<file path="config.mk">
export PLATFORM = sky130hd
export DESIGN_NAME = binary_rank_6x8_histogram
export DESIGN_NICKNAME = d
export VERILOG_FILES = /design/src/design/brh_pkg.sv /design/src/design/brh_queue.sv /design/src/design/brh_front.sv /design/src/design/brh_back.sv /design/src/design/binary_rank_6x8_histogram.sv
export VERILOG_INCLUDE_DIRS = /design/src /design/src/design
export SDC_FILE = /design/constraint.sdc
export NUM_CORES = 1
export LEC_CHECK = 0
export BUFFER_PORTS_ARGS = -buffer_cell sky130_fd_sc_hd__buf_2
export CAP_MARGIN = 25
export CORE_MARGIN = 10
export CORE_UTILIZATION = 50
export DETAILED_ROUTE_END_ITERATION = 6
export GPL_TIMING_DRIVEN = 0
export PLACE_DENSITY = 0.76
export REMOVE_ABC_BUFFERS = 1
export SLEW_MARGIN = 10
export SYNTH_ARGS = -nofsm -noshare
export SYNTH_HDL_FRONTEND = slang
export SYNTH_SLANG_ARGS = --single-unit
</file>
<file path="constraint.sdc">
create_clock -name clk -period 23.6 [get_ports clk]
set_input_delay 5.9 -clock clk [delete_from_list [all_inputs] [get_ports clk]]
set_output_delay 5.9 -clock clk [all_outputs]
set_load 0.02 [all_outputs]
</file>
<file path="src/design/assert_macros.svh">
// Assertion macros shared by the binary rank histogram modules.
`ifndef ASSERT_MACROS_SVH
`define ASSERT_MACROS_SVH
`ifndef SYNTHESIS
`define BRH_ASSERT(lbl, clk, rst, prop) \
  lbl: assert property (@(posedge clk) disable iff (rst) prop) \
    else $error("assertion failed");
`define BRH_NEVER(lbl, clk, rst, expr) \
  lbl: assert property (@(posedge clk) disable iff (rst) !(expr)) \
    else $error("forbidden condition seen");
`else
`define BRH_ASSERT(lbl, clk, rst, prop)
`define BRH_NEVER(lbl, clk, rst, expr)
`endif
`endif

</file>
<file path="src/design/brh_pkg.sv">
// Types and constants shared by the binary rank histogram modules.
package brh_pkg;

  localparam int MAT_ROWS        = 6;
  localparam int MAT_COLS        = 8;
  localparam int ROW_W           = 8;
  localparam int POS_W           = 3;
  localparam int COL_W           = $clog2(MAT_COLS);
  localparam int RANK_W          = 3;
  localparam int BIN_W           = 2;
  localparam int NUM_BINS        = 4;
  localparam int OUT_COUNT_W     = 32;
  localparam int COUNT_WIDTH_DEF = 32;
  localparam int QUEUE_DEPTH     = 2;

  localparam logic KIND_ROW = 1'b0;
  localparam logic KIND_END = 1'b1;

  localparam logic [BIN_W-1:0] BIN_FULL      = 2'd0;
  localparam logic [BIN_W-1:0] BIN_MINUS_ONE = 2'd1;
  localparam logic [BIN_W-1:0] BIN_MINUS_TWO = 2'd2;
  localparam logic [BIN_W-1:0] BIN_LOW       = 2'd3;

  typedef logic [MAT_ROWS-1:0][ROW_W-1:0] matrix_t;

  typedef struct packed {
    logic    is_final;
    matrix_t rows;
  } cmd_t;

endpackage

</file>
<file path="src/design/brh_queue.sv">
// Short command queue between the row gatherer and the rank engine.
`include "assert_macros.svh"

module brh_queue
  import brh_pkg::*;
(
  input  logic clk,
  input  logic rst,
  input  logic wr_en,
  input  cmd_t wr_cmd,
  output logic q_full,
  input  logic rd_en,
  output cmd_t rd_cmd,
  output logic q_valid
);

  localparam int PTR_W = (QUEUE_DEPTH > 1) ? $clog2(QUEUE_DEPTH) : 1;
  localparam int CNT_W = $clog2(QUEUE_DEPTH + 1);

  cmd_t             slots [QUEUE_DEPTH];
  logic [PTR_W-1:0] wr_ptr;
  logic [PTR_W-1:0] rd_ptr;
  logic [CNT_W-1:0] fill;

  assign q_full  = (fill == CNT_W'(QUEUE_DEPTH));
  assign q_valid = (fill != '0);
  assign rd_cmd  = slots[rd_ptr];

  always_ff @(posedge clk) begin
    if (wr_en) begin
      slots[wr_ptr] <= wr_cmd;
    end
  end

  always_ff @(posedge clk) begin
    if (rst) begin
      wr_ptr <= '0;
      rd_ptr <= '0;
      fill   <= '0;
    end else begin
      if (wr_en) begin
        wr_ptr <= (wr_ptr == PTR_W'(QUEUE_DEPTH - 1)) ? '0 : wr_ptr + 1'b1;
      end
      if (rd_en) begin
        rd_ptr <= (rd_ptr == PTR_W'(QUEUE_DEPTH - 1)) ? '0 : rd_ptr + 1'b1;
      end
      unique case ({wr_en, rd_en})
        2'b10:   fill <= fill + 1'b1;
        2'b01:   fill <= fill - 1'b1;
        default: fill <= fill;
      endcase
    end
  end

  `BRH_NEVER(a_no_write_when_full, clk, rst, wr_en && q_full)
  `BRH_NEVER(a_no_read_when_empty, clk, rst, rd_en && !q_valid)

endmodule

</file>
<file path="src/design/brh_front.sv">
// Row gatherer: accepts items, builds six-row matrices and queues commands.
module brh_front
  import brh_pkg::*;
(
  input  logic             clk,
  input  logic             rst,
  input  logic             push,
  output logic             full,
  input  logic             kind,
  input  logic [ROW_W-1:0] row_bits,
  input  logic             q_full,
  output logic             cmd_wr,
  output cmd_t             cmd
);

  matrix_t          rows;
  logic [POS_W-1:0] row_pos;
  logic             take;
  logic             last_row;

  assign full     = q_full;
  assign take     = push && !q_full;
  assign last_row = (row_pos == POS_W'(MAT_ROWS - 1));

  always_comb begin
    cmd.is_final           = (kind == KIND_END);
    cmd.rows               = rows;
    cmd.rows[MAT_ROWS-1]   = row_bits;
  end

  assign cmd_wr = take && ((kind == KIND_END) || last_row);

  always_ff @(posedge clk) begin
    if (take && (kind == KIND_ROW)) begin
      rows[row_pos] <= row_bits;
    end
  end

  always_ff @(posedge clk) begin
    if (rst) begin
      row_pos <= '0;
    end else if (take) begin
      if ((kind == KIND_END) || last_row) begin
        row_pos <= '0;
      end else begin
        row_pos <= row_pos + 1'b1;
      end
    end
  end

endmodule

</file>
<file path="src/design/brh_back.sv">
// Rank engine: column-serial GF(2) elimination, bin counters and result register.
`include "assert_macros.svh"

module brh_back
  import brh_pkg::*;
#(
  parameter int COUNT_WIDTH = COUNT_WIDTH_DEF
) (
  input  logic                   clk,
  input  logic                   rst,
  input  logic                   q_valid,
  input  cmd_t                   q_cmd,
  output logic                   q_rd,
  output logic                   empty,
  input  logic                   pop,
  output logic                   is_final,
  output logic [RANK_W-1:0]      rank,
  output logic [BIN_W-1:0]       rank_bin,
  output logic [OUT_COUNT_W-1:0] count_full,
  output logic [OUT_COUNT_W-1:0] count_minus_one,
  output logic [OUT_COUNT_W-1:0] count_minus_two,
  output logic [OUT_COUNT_W-1:0] count_low,
  output logic [OUT_COUNT_W-1:0] matrix_count
);

  typedef enum logic [2:0] {
    S_IDLE = 3'b001,
    S_ELIM = 3'b010,
    S_DONE = 3'b100
  } state_t;

  localparam logic [COUNT_WIDTH-1:0] COUNT_MAX = '1;

  state_t                  state;
  state_t                  state_next;
  logic [ROW_W-1:0]        m [MAT_ROWS];
  logic [ROW_W-1:0]        m_sw [MAT_ROWS];
  logic [ROW_W-1:0]        m_next [MAT_ROWS];
  logic [RANK_W-1:0]       r;
  logic [RANK_W-1:0]       r_next;
  logic [COL_W-1:0]        col;
  logic [COL_W-1:0]        bit_idx;
  logic [RANK_W-1:0]       pidx;
  logic                    found;
  logic [ROW_W-1:0]        piv_row;
  logic [COUNT_WIDTH-1:0]  cnt [NUM_BINS];
  logic [COUNT_WIDTH-1:0]  total;
  logic [COUNT_WIDTH-1:0]  cnt_inc [NUM_BINS];
  logic [COUNT_WIDTH-1:0]  total_inc;
  logic [BIN_W-1:0]        bin;
  logic                    out_valid;
  logic                    out_free;
  logic                    load_final;
  logic                    load_matrix;
  logic                    elim_end;

  assign out_free = !out_valid || pop;
  assign empty    = !out_valid;
  assign bit_idx  = COL_W'(MAT_COLS - 1) - col;

  always_comb begin
    found = 1'b0;
    pidx  = r;
    for (int i = 0; i < MAT_ROWS; i++) begin
      if (!found && (RANK_W'(i) >= r) && m[i][bit_idx]) begin
        found = 1'b1;
        pidx  = RANK_W'(i);
      end
    end
    for (int i = 0; i < MAT_ROWS; i++) begin
      m_sw[i] = m[i];
    end
    if (found) begin
      m_sw[r]    = m[pidx];
      m_sw[pidx] = m[r];
    end
    piv_row = m_sw[r];
    for (int i = 0; i < MAT_ROWS; i++) begin
      if (found && (RANK_W'(i) != r) && m_sw[i][bit_idx]) begin
        m_next[i] = m_sw[i] ^ piv_row;
      end else begin
        m_next[i] = m_sw[i];
      end
    end
    r_next = r + RANK_W'(found);
  end

  assign elim_end = (col == COL_W'(MAT_COLS - 1)) || (r_next == RANK_W'(MAT_ROWS));

  always_comb begin
    if (r == RANK_W'(MAT_ROWS)) begin
      bin = BIN_FULL;
    end else if (r == RANK_W'(MAT_ROWS - 1)) begin
      bin = BIN_MINUS_ONE;
    end else if (r == RANK_W'(MAT_ROWS - 2)) begin
      bin = BIN_MINUS_TWO;
    end else begin
      bin = BIN_LOW;
    end
    for (int b = 0; b < NUM_BINS; b++) begin
      if ((BIN_W'(b) == bin) && (cnt[b] != COUNT_MAX)) begin
        cnt_inc[b] = cnt[b] + 1'b1;
      end else begin
        cnt_inc[b] = cnt[b];
      end
    end
    total_inc = (total != COUNT_MAX) ? total + 1'b1 : total;
  end

  always_comb begin
    state_next  = state;
    q_rd        = 1'b0;
    load_final  = 1'b0;
    load_matrix = 1'b0;
    unique case (state)
      S_IDLE: begin
        if (q_valid) begin
          if (q_cmd.is_final) begin
            if (out_free) begin
              q_rd       = 1'b1;
              load_final = 1'b1;
            end
          end else begin
            q_rd       = 1'b1;
            state_next = S_ELIM;
          end
        end
      end
      S_ELIM: begin
        if (elim_end) begin
          state_next = S_DONE;
        end
      end
      S_DONE: begin
        if (out_free) begin
          load_matrix = 1'b1;
          state_next  = S_IDLE;
        end
      end
      default: state_next = S_IDLE;
    endcase
  end

  always_ff @(posedge clk) begin
    if (rst) begin
      state <= S_IDLE;
    end else begin
      state <= state_next;
    end
  end

  always_ff @(posedge clk) begin
    if (state == S_IDLE) begin
      for (int i = 0; i < MAT_ROWS; i++) begin
        m[i] <= q_cmd.rows[i];
      end
      r   <= '0;
      col <= '0;
    end else if (state == S_ELIM) begin
      for (int i = 0; i < MAT_ROWS; i++) begin
        m[i] <= m_next[i];
      end
      r   <= r_next;
      col <= col + 1'b1;
    end
  end

  always_ff @(posedge clk) begin
    if (rst) begin
      for (int b = 0; b < NUM_BINS; b++) begin
        cnt[b] <= '0;
      end
      total <= '0;
    end else if (load_final) begin
      for (int b = 0; b < NUM_BINS; b++) begin
        cnt[b] <= '0;
      end
      total <= '0;
    end else if (load_matrix) begin
      for (int b = 0; b < NUM_BINS; b++) begin
        cnt[b] <= cnt_inc[b];
      end
      total <= total_inc;
    end
  end

  always_ff @(posedge clk) begin
    if (rst) begin
      out_valid <= 1'b0;
    end else if (load_final || load_matrix) begin
      out_valid <= 1'b1;
    end else if (pop) begin
      out_valid <= 1'b0;
    end
  end

  always_ff @(posedge clk) begin
    if (load_final) begin
      is_final        <= 1'b1;
      rank            <= '0;
      rank_bin        <= BIN_FULL;
      count_full      <= OUT_COUNT_W'(cnt[0]);
      count_minus_one <= OUT_COUNT_W'(cnt[1]);
      count_minus_two <= OUT_COUNT_W'(cnt[2]);
      count_low       <= OUT_COUNT_W'(cnt[3]);
      matrix_count    <= OUT_COUNT_W'(total);
    end else if (load_matrix) begin
      is_final        <= 1'b0;
      rank            <= r;
      rank_bin        <= bin;
      count_full      <= OUT_COUNT_W'(cnt_inc[0]);
      count_minus_one <= OUT_COUNT_W'(cnt_inc[1]);
      count_minus_two <= OUT_COUNT_W'(cnt_inc[2]);
      count_low       <= OUT_COUNT_W'(cnt_inc[3]);
      matrix_count    <= OUT_COUNT_W'(total_inc);
    end
  end

  `BRH_ASSERT(a_rank_within_cols, clk, rst, (state == S_ELIM) |-> (r <= RANK_W'(col)))
  `BRH_ASSERT(a_rank_max, clk, rst, !empty |-> (rank <= RANK_W'(MAT_ROWS)))
  `BRH_ASSERT(a_final_rank_zero, clk, rst, $past(load_final) |-> (is_final && rank == '0))

endmodule

</file>
<file path="src/design/binary_rank_6x8_histogram.sv">
// Flow: a matrix is queued with its sixth row, read by the idle engine, eliminated column by
// column and loaded into the result register when it is free; an end-of-stream report is
// queued and loaded into the result register when the engine is idle and the register is free.
// Throughput: one item a cycle while the two-entry command queue has room; the rank engine
// eliminates one column a cycle and takes no new command until its matrix result is loaded.
// Reset: synchronous rst clears the row position, queue, engine state, counters and result
// flag; the stored rows are not reset.
module binary_rank_6x8_histogram
  import brh_pkg::*;
#(
  parameter int COUNT_WIDTH = COUNT_WIDTH_DEF
) (
  input  logic                   clk,
  input  logic                   rst,
  input  logic                   push,
  output logic                   full,
  input  logic                   kind,
  input  logic [ROW_W-1:0]       row_bits,
  output logic                   empty,
  input  logic                   pop,
  output logic                   is_final,
  output logic [RANK_W-1:0]      rank,
  output logic [BIN_W-1:0]       rank_bin,
  output logic [OUT_COUNT_W-1:0] count_full,
  output logic [OUT_COUNT_W-1:0] count_minus_one,
  output logic [OUT_COUNT_W-1:0] count_minus_two,
  output logic [OUT_COUNT_W-1:0] count_low,
  output logic [OUT_COUNT_W-1:0] matrix_count
);

  logic q_full;
  logic q_valid;
  logic cmd_wr;
  logic q_rd;
  cmd_t cmd;
  cmd_t q_cmd;

  brh_front u_front (
    .clk      (clk),
    .rst      (rst),
    .push     (push),
    .full     (full),
    .kind     (kind),
    .row_bits (row_bits),
    .q_full   (q_full),
    .cmd_wr   (cmd_wr),
    .cmd      (cmd)
  );

  brh_queue u_queue (
    .clk     (clk),
    .rst     (rst),
    .wr_en   (cmd_wr),
    .wr_cmd  (cmd),
    .q_full  (q_full),
    .rd_en   (q_rd),
    .rd_cmd  (q_cmd),
    .q_valid (q_valid)
  );

  brh_back #(
    .COUNT_WIDTH (COUNT_WIDTH)
  ) u_back (
    .clk             (clk),
    .rst             (rst),
    .q_valid         (q_valid),
    .q_cmd           (q_cmd),
    .q_rd            (q_rd),
    .empty           (empty),
    .pop             (pop),
    .is_final        (is_final),
    .rank            (rank),
    .rank_bin        (rank_bin),
    .count_full      (count_full),
    .count_minus_one (count_minus_one),
    .count_minus_two (count_minus_two),
    .count_low       (count_low),
    .matrix_count    (matrix_count)
  );

endmodule
</file>
Word level (Yosys, flattened, before mapping)
Memory sizes are Yosys's and may differ from the RTL's. A register that Yosys moved wholly into a read port is not among the register bits.
Cells that the tools add are included.

word-level totals
  logic and storage cells = 282
  memory bits (writable) = 274
  output and inout port bits = 168
  input bits = 13
  memories kept = 3
  bits in registers = 263

cells by class
  reductions and logical operators = 52
  add/sub/neg operators = 13
  order comparisons = 13
  mux-type cells = 126
  equality and inequality tests = 29
  bitwise gates (word level) = 23

memories
  name           words  bits a word  rd ports  clocked after memory_dff  write ports  RTL line         source
  u_back.cnt     4      32           4         0                         4            brh_back.sv:46   logic [COUNT_WIDTH-1:0] cnt [NUM_BINS];
  u_queue.slots  2      49           1         1                         1            brh_queue.sv:20  cmd_t slots [QUEUE_DEPTH];
  u_back.m       6      8            8         1                         6            brh_back.sv:36   logic [ROW_W-1:0] m [MAT_ROWS];

operators with widths
  kind                   count
  $mux 32                23
  $add 32x1->32 const B  5
  $ne 32x32->1 const B   5
  $bwmux 48              3
  $mux 8                 17
  $demux 8 s3            3
  $mux 1                 49
  $mux 48                1
  $xor 8x8->8            6
  $mux 3                 13
  $bmux 1 s3             12
  $logic_and 1x1->1      33
  $bmux 8 s3             1
  $eq 3x3->1 const B     7
  $or 1x1->1             14
  $pmux 3 s3             1
  $ge 4x4->1 const B     2
  $lt 3x4->1 const B     2
  $lt 4x1->1 const B     2
  $not 3->4              2
  $reduce_bool 2->1      4
  $logic_not 1->1        7
  $add 3x1->3 const B    2
  $ge 1x3->1 const A     2
  other kinds (27)       40

Depth between registers and ports, before layout
  depth after elaboration = 38
  gate-level depth with buffers = 19
  depth with buffers taken out = 14

Cells and area by module
A second synthesis with hierarchy kept.

unflattened totals
  cell total of the unflattened synthesis = 2559
  area, all modules = 27508.9 um2

modules (own cells, without submodules)
  module     instances  area an instance (um2)  cells an instance
  brh_back   1          22276.4                 2308
  brh_queue  1          3732.3                  174
  brh_front  1          1500.2                  77

Worst setup path after synthesis
OpenSTA, ideal clock, no wires.

  path kind = input to register
  start = input pop
  end = memory u_back.cnt[0][0] in the netlist's numbering (enable)
  cell stages on the path = 6
  path slack = 11586 ps
  arrival time = 11596 ps
  buffers on the path = 1
  library setup time = 418 ps
  path through = nor2_1 -> or3_1 -> nand2_1 -> nor2_1 -> clkbuf_1 -> inv_1

RTL lines
  element          RTL line                         source
  start, declared  binary_rank_6x8_histogram.sv:20  input logic pop,
  end, declared    brh_back.sv:46

Final worst setup path
  start = input pop
  end = register u_back.total[0]

between the ends
  cells in the longest elaborated chain, start to end = 6
  elaborated cells between the ends (all ways) = 7
  classes of those cells = mux (5); reduce/logical (2)

RTL lines
  element                    RTL line                          source
  $logic_or 1x1->1 *         brh_back.sv:57                    assign out_free = !out_valid || pop;
  $mux 1 *                   brh_back.sv:119, brh_back.sv:135
  $mux 1                     brh_back.sv:118                   if (q_cmd.is_final) begin
  $mux 1                     brh_back.sv:117                   if (q_valid) begin
  $mux 1                     brh_back.sv:115                   unique case (state)
  $reduce_or 2->1 (no line)  n/a
  end signal, assigned       brh_back.sv:183                   total <= total_inc;
  end, declared              brh_back.sv:47                    logic [COUNT_WIDTH-1:0] total;

Mark *: on every way between the ends. The rest lies on a longest branch, timed or not.
A chain may end at the register's enable or synchronous reset.

==> summary.txt <==
Run status
  • Status: finished clean

Run
  • Max Cap Viol: 0

Finish
  • Share of cells above drive strength 1: 14.5%
  • Final #Nets: 2733
  • P&R area growth vs syn: 13.5%
  • Final core occ: 57.4%
  • Fin area: 0.0310 mm^2

GRT
  • Largest net degree at the start of global routing: 82
  • GRT Util Overall: 24.3%
  • GRT overflow: 0
  • Initial antenna violation count: 4
  • First-pass GRT wire length: 121000 um
  • Number of global-route vias before repair: 20200

Synthesis
  • Yosys warns: 0
  • Predominant post-synthesis flop cell: edfxtp_1
  • Async SR Flop Fraction: 0%
  • Yosys top cell by area: edfxtp_1
  • Post-synth top cells: 442 x edfxtp_1, 310 x nand2_1, 276 x nor2_1
  • Syn avg cell area: 10.7 um^2
  • EDFF count, synth: 442
  • Mapped Area: 0.0273 mm^2
  • Synth Register Bits: 533
  • Top-area cell type share of the netlist area: 48.5%
  • Sequential-to-total area share from yosys stat: 55.2%
  • Synth area leaders: edfxtp_1 49%, dfxtp_1 6.7%, xnor2_1 5.3%, xor2_1 4.5%, nand2_1 4.3%
  • Post-Syn Instances: 2566
  • Count leader, synth: edfxtp_1
  • Yosys cell types: 85

Route
  • Routed vias: 21100
  • Final ANT Viol Nets: 0
  • Routed wire length: 80600 um
  • Drt pass-1 iters: 6
  • DRC: 0
  • Routed WL per cell: 23.3 um
  • Initial drt markers: 2340
  • DR vias/cell: 6.11

Clock tree
  • CTS Hold Buffers Added: 0
  • Post-CTS repair timing setup buffer count: 0
  • Total CTS buffers: 55
  • Root Buffer: clkbuf_16
  • Clk buf depth: 3
  • Clk slew on worst S/H paths: 60 ps
  • CTS tree: built
  • Clock latency on the worst-skew pair: 640 ps
  • Number of resized instances in the post-cts repair step: 0
  • H-tree Lvls: 2
  • Clock Sinks: 533

Floorplan
  • Die X: 254 um
  • # rows: 85
  • Top Ports: 181
  • Die Ht: 254 um
  • Die area: 0.0645 mm^2
  • CORE AREA: 0.0540 mm^2
  • Starting Density: 50.6%

Timing
  • Final Setup Violations: 0
  • Slew Viols, Final: 0
  • RSZ-0062 raised after global routing: no
  • Fin crit period: 8510 ps
  • Fin. Hold Viols: 0
  • Post-Route Setup TNS: 0 ps
  • Worst-case clock skew: 43.6 ps
  • Worst slew pin tran: 1110 ps
  • Maximum clock frequency: 0.118 GHz
  • Max transition margin: 25.9%
  • Final period util: 36.0%
  • Post-route setup slack: 15090 ps

Pwr
  • Switching Share: 39.3%
  • Net Switching: 1.42 mW
  • Cell-internal power: 2.19 mW
  • Clock power frac: 24.7%
  • Tot Pwr: 3.61 mW
  • Peak supply drop: 76.8 uV
  • PD cells: 116 mW/mm^2
  • Sequential Power Share: 38.6%
  • LEAKAGE: 10.9 nW
  • Comb power frac: 36.7%

Worst setup path
  • CP startpoint: pop
  • Crit Path Category: input pin to register
  • CP Data Required Time: 24160 ps
  • Type of destination of the critical path: register
  • Critical Path End: u_back.total[0]
  • FF-to-FF setup slack: 16040 ps
  • FF-to-FF path depth: 16
  • WP data arrival: 9060 ps
  • FF-to-FF End: u_back.m[0][7]
  • Reg2reg start: u_back.r[1]
  • Crit path max fanout: 59
  • CP Launch Type: input pin

Placed design
  • IO Port Bufs: 180
  • Dpl cell area: 0.0291 mm^2
  • Final GP Congestion: 1.00
  • Worst slack, placed: 14470 ps
  • DP Wirelength: 57500 um

Hold path
  • Worst Hold Class: register to register
  • Hold depth: 0
cell type report:
type	instances	area, um^2
clock inverter	29	370
clock buffer	75	1520
sequential	533	15100
tap	696	871
fill	4378	23000
inverter	34	130
multi-input combinational	1869	11700
timing repair buffer	215	1360
antenna	3	7.51
worst min-delay path by stage:
stage | start | to | slack [ps]
2_1_floorplan | u_front.cmd[0] | u_queue.slots[0][0] | 420
3_3_place_gp | u_front.cmd[7] | u_queue.slots[1][7] | 420
3_5_place_dp | u_front.cmd[13] | u_queue.slots[0][13] | 430
4_1_cts | u_front.cmd[1] | u_queue.slots[1][1] | 420
5_1_grt | u_front.cmd[9] | u_queue.slots[0][9] | 410
6_report | u_front.cmd[1] | u_queue.slots[1][1] | 410
stage by stage:
step | hold WS [ps] | std cells
2_1_floorplan | 421 | 2436
3_3_place_gp | 422 | 3312
3_5_place_dp | 429 | 3345
4_1_cts | 420 | 3449
5_1_grt | 413 | 3452
6_report | 414 | 3454
power groups by stage:
stage / registers (mW) / logic [mW] / clock network, mW
2_1_floorplan: 1.46 / 0.740 / 0
3_3_place_gp: 1.42 / 1.25 / 0
3_5_place_dp: 1.41 / 1.29 / 0
4_1_cts: 1.39 / 1.29 / 0.909
5_1_grt: 1.41 / 1.40 / 0.944
6_report: 1.39 / 1.33 / 0.893
kinds of logic after synthesis:
kind of cell / share of synthesized area, %
AO/OA/AOI/OAI: 11.6
buffers and inverters: 2.49
flip-flops: 55.2
adder cells (fa/ha/maj): 0.549
XOR/XNOR: 9.74
AND/OR/NAND/NOR: 16.7
multiplexers: 3.81
layout by cell type, fill, tap and decap left out, types with 13 or more instances in the layout:
| master | instances |
|---|---|
| edfxtp_1 | 442 |
| a211oi_1 | 29 |
| nor2b_1 | 26 |
| a22oi_1 | 21 |
| xnor2_1 | 164 |
| nand2b_1 | 14 |
| a21oi_1 | 100 |
| and3_1 | 39 |
| inv_1 | 31 |
| clkbuf_16 | 55 |
| nor2_1 | 272 |
| nand3_1 | 120 |
| and2_1 | 20 |
| xor2_1 | 140 |
| nand4_1 | 34 |
| o21ai_0 | 151 |
| a21o_1 | 15 |
| or3_1 | 36 |
| o31ai_1 | 19 |
| buf_4 | 16 |
| mux2i_1 | 49 |
| mux2_2 | 25 |
| a31oi_1 | 26 |
| clkbuf_1 | 13 |
| nor3_1 | 44 |
| dfxtp_1 | 86 |
| buf_2 | 180 |
| nand2_1 | 309 |
registers in the layout (all words and copies together), names as in the netlist, 32 cells and up, named ones only:
signal                  flops
u_back.count_full          32
u_back.count_low           32
u_back.count_minus_one     32
u_back.m                   48
u_queue.slots              98
u_front.cmd                40
u_back.matrix_count        32
u_back.cnt                128
u_back.total               32
u_back.count_minus_two     32
worst max-delay path, stage by stage:
cell,delay (ps)
buf_2,120
nor2_1,270
or3_1,550
nand2_4,570
buf_16,410
nor2_1,360
inv_2,260
buf_12,250
o21ai_0,150
nand2_1,90
o21ai_0,70
metal layers:
| metal | routed length, um | part of all wire (%) | GRT usage, % |
|---|---|---|---|
| met3 | 6910 | 8.6 | 5.35 |
| met5 | 0 | 0 | 0 |
| met1 | 32500 | 40 | 31.3 |
| met4 | 2840 | 3.5 | 8.94 |
| met2 | 38400 | 48 | 39.6 |
Note: power is estimated with default switching activity, not from simulation.
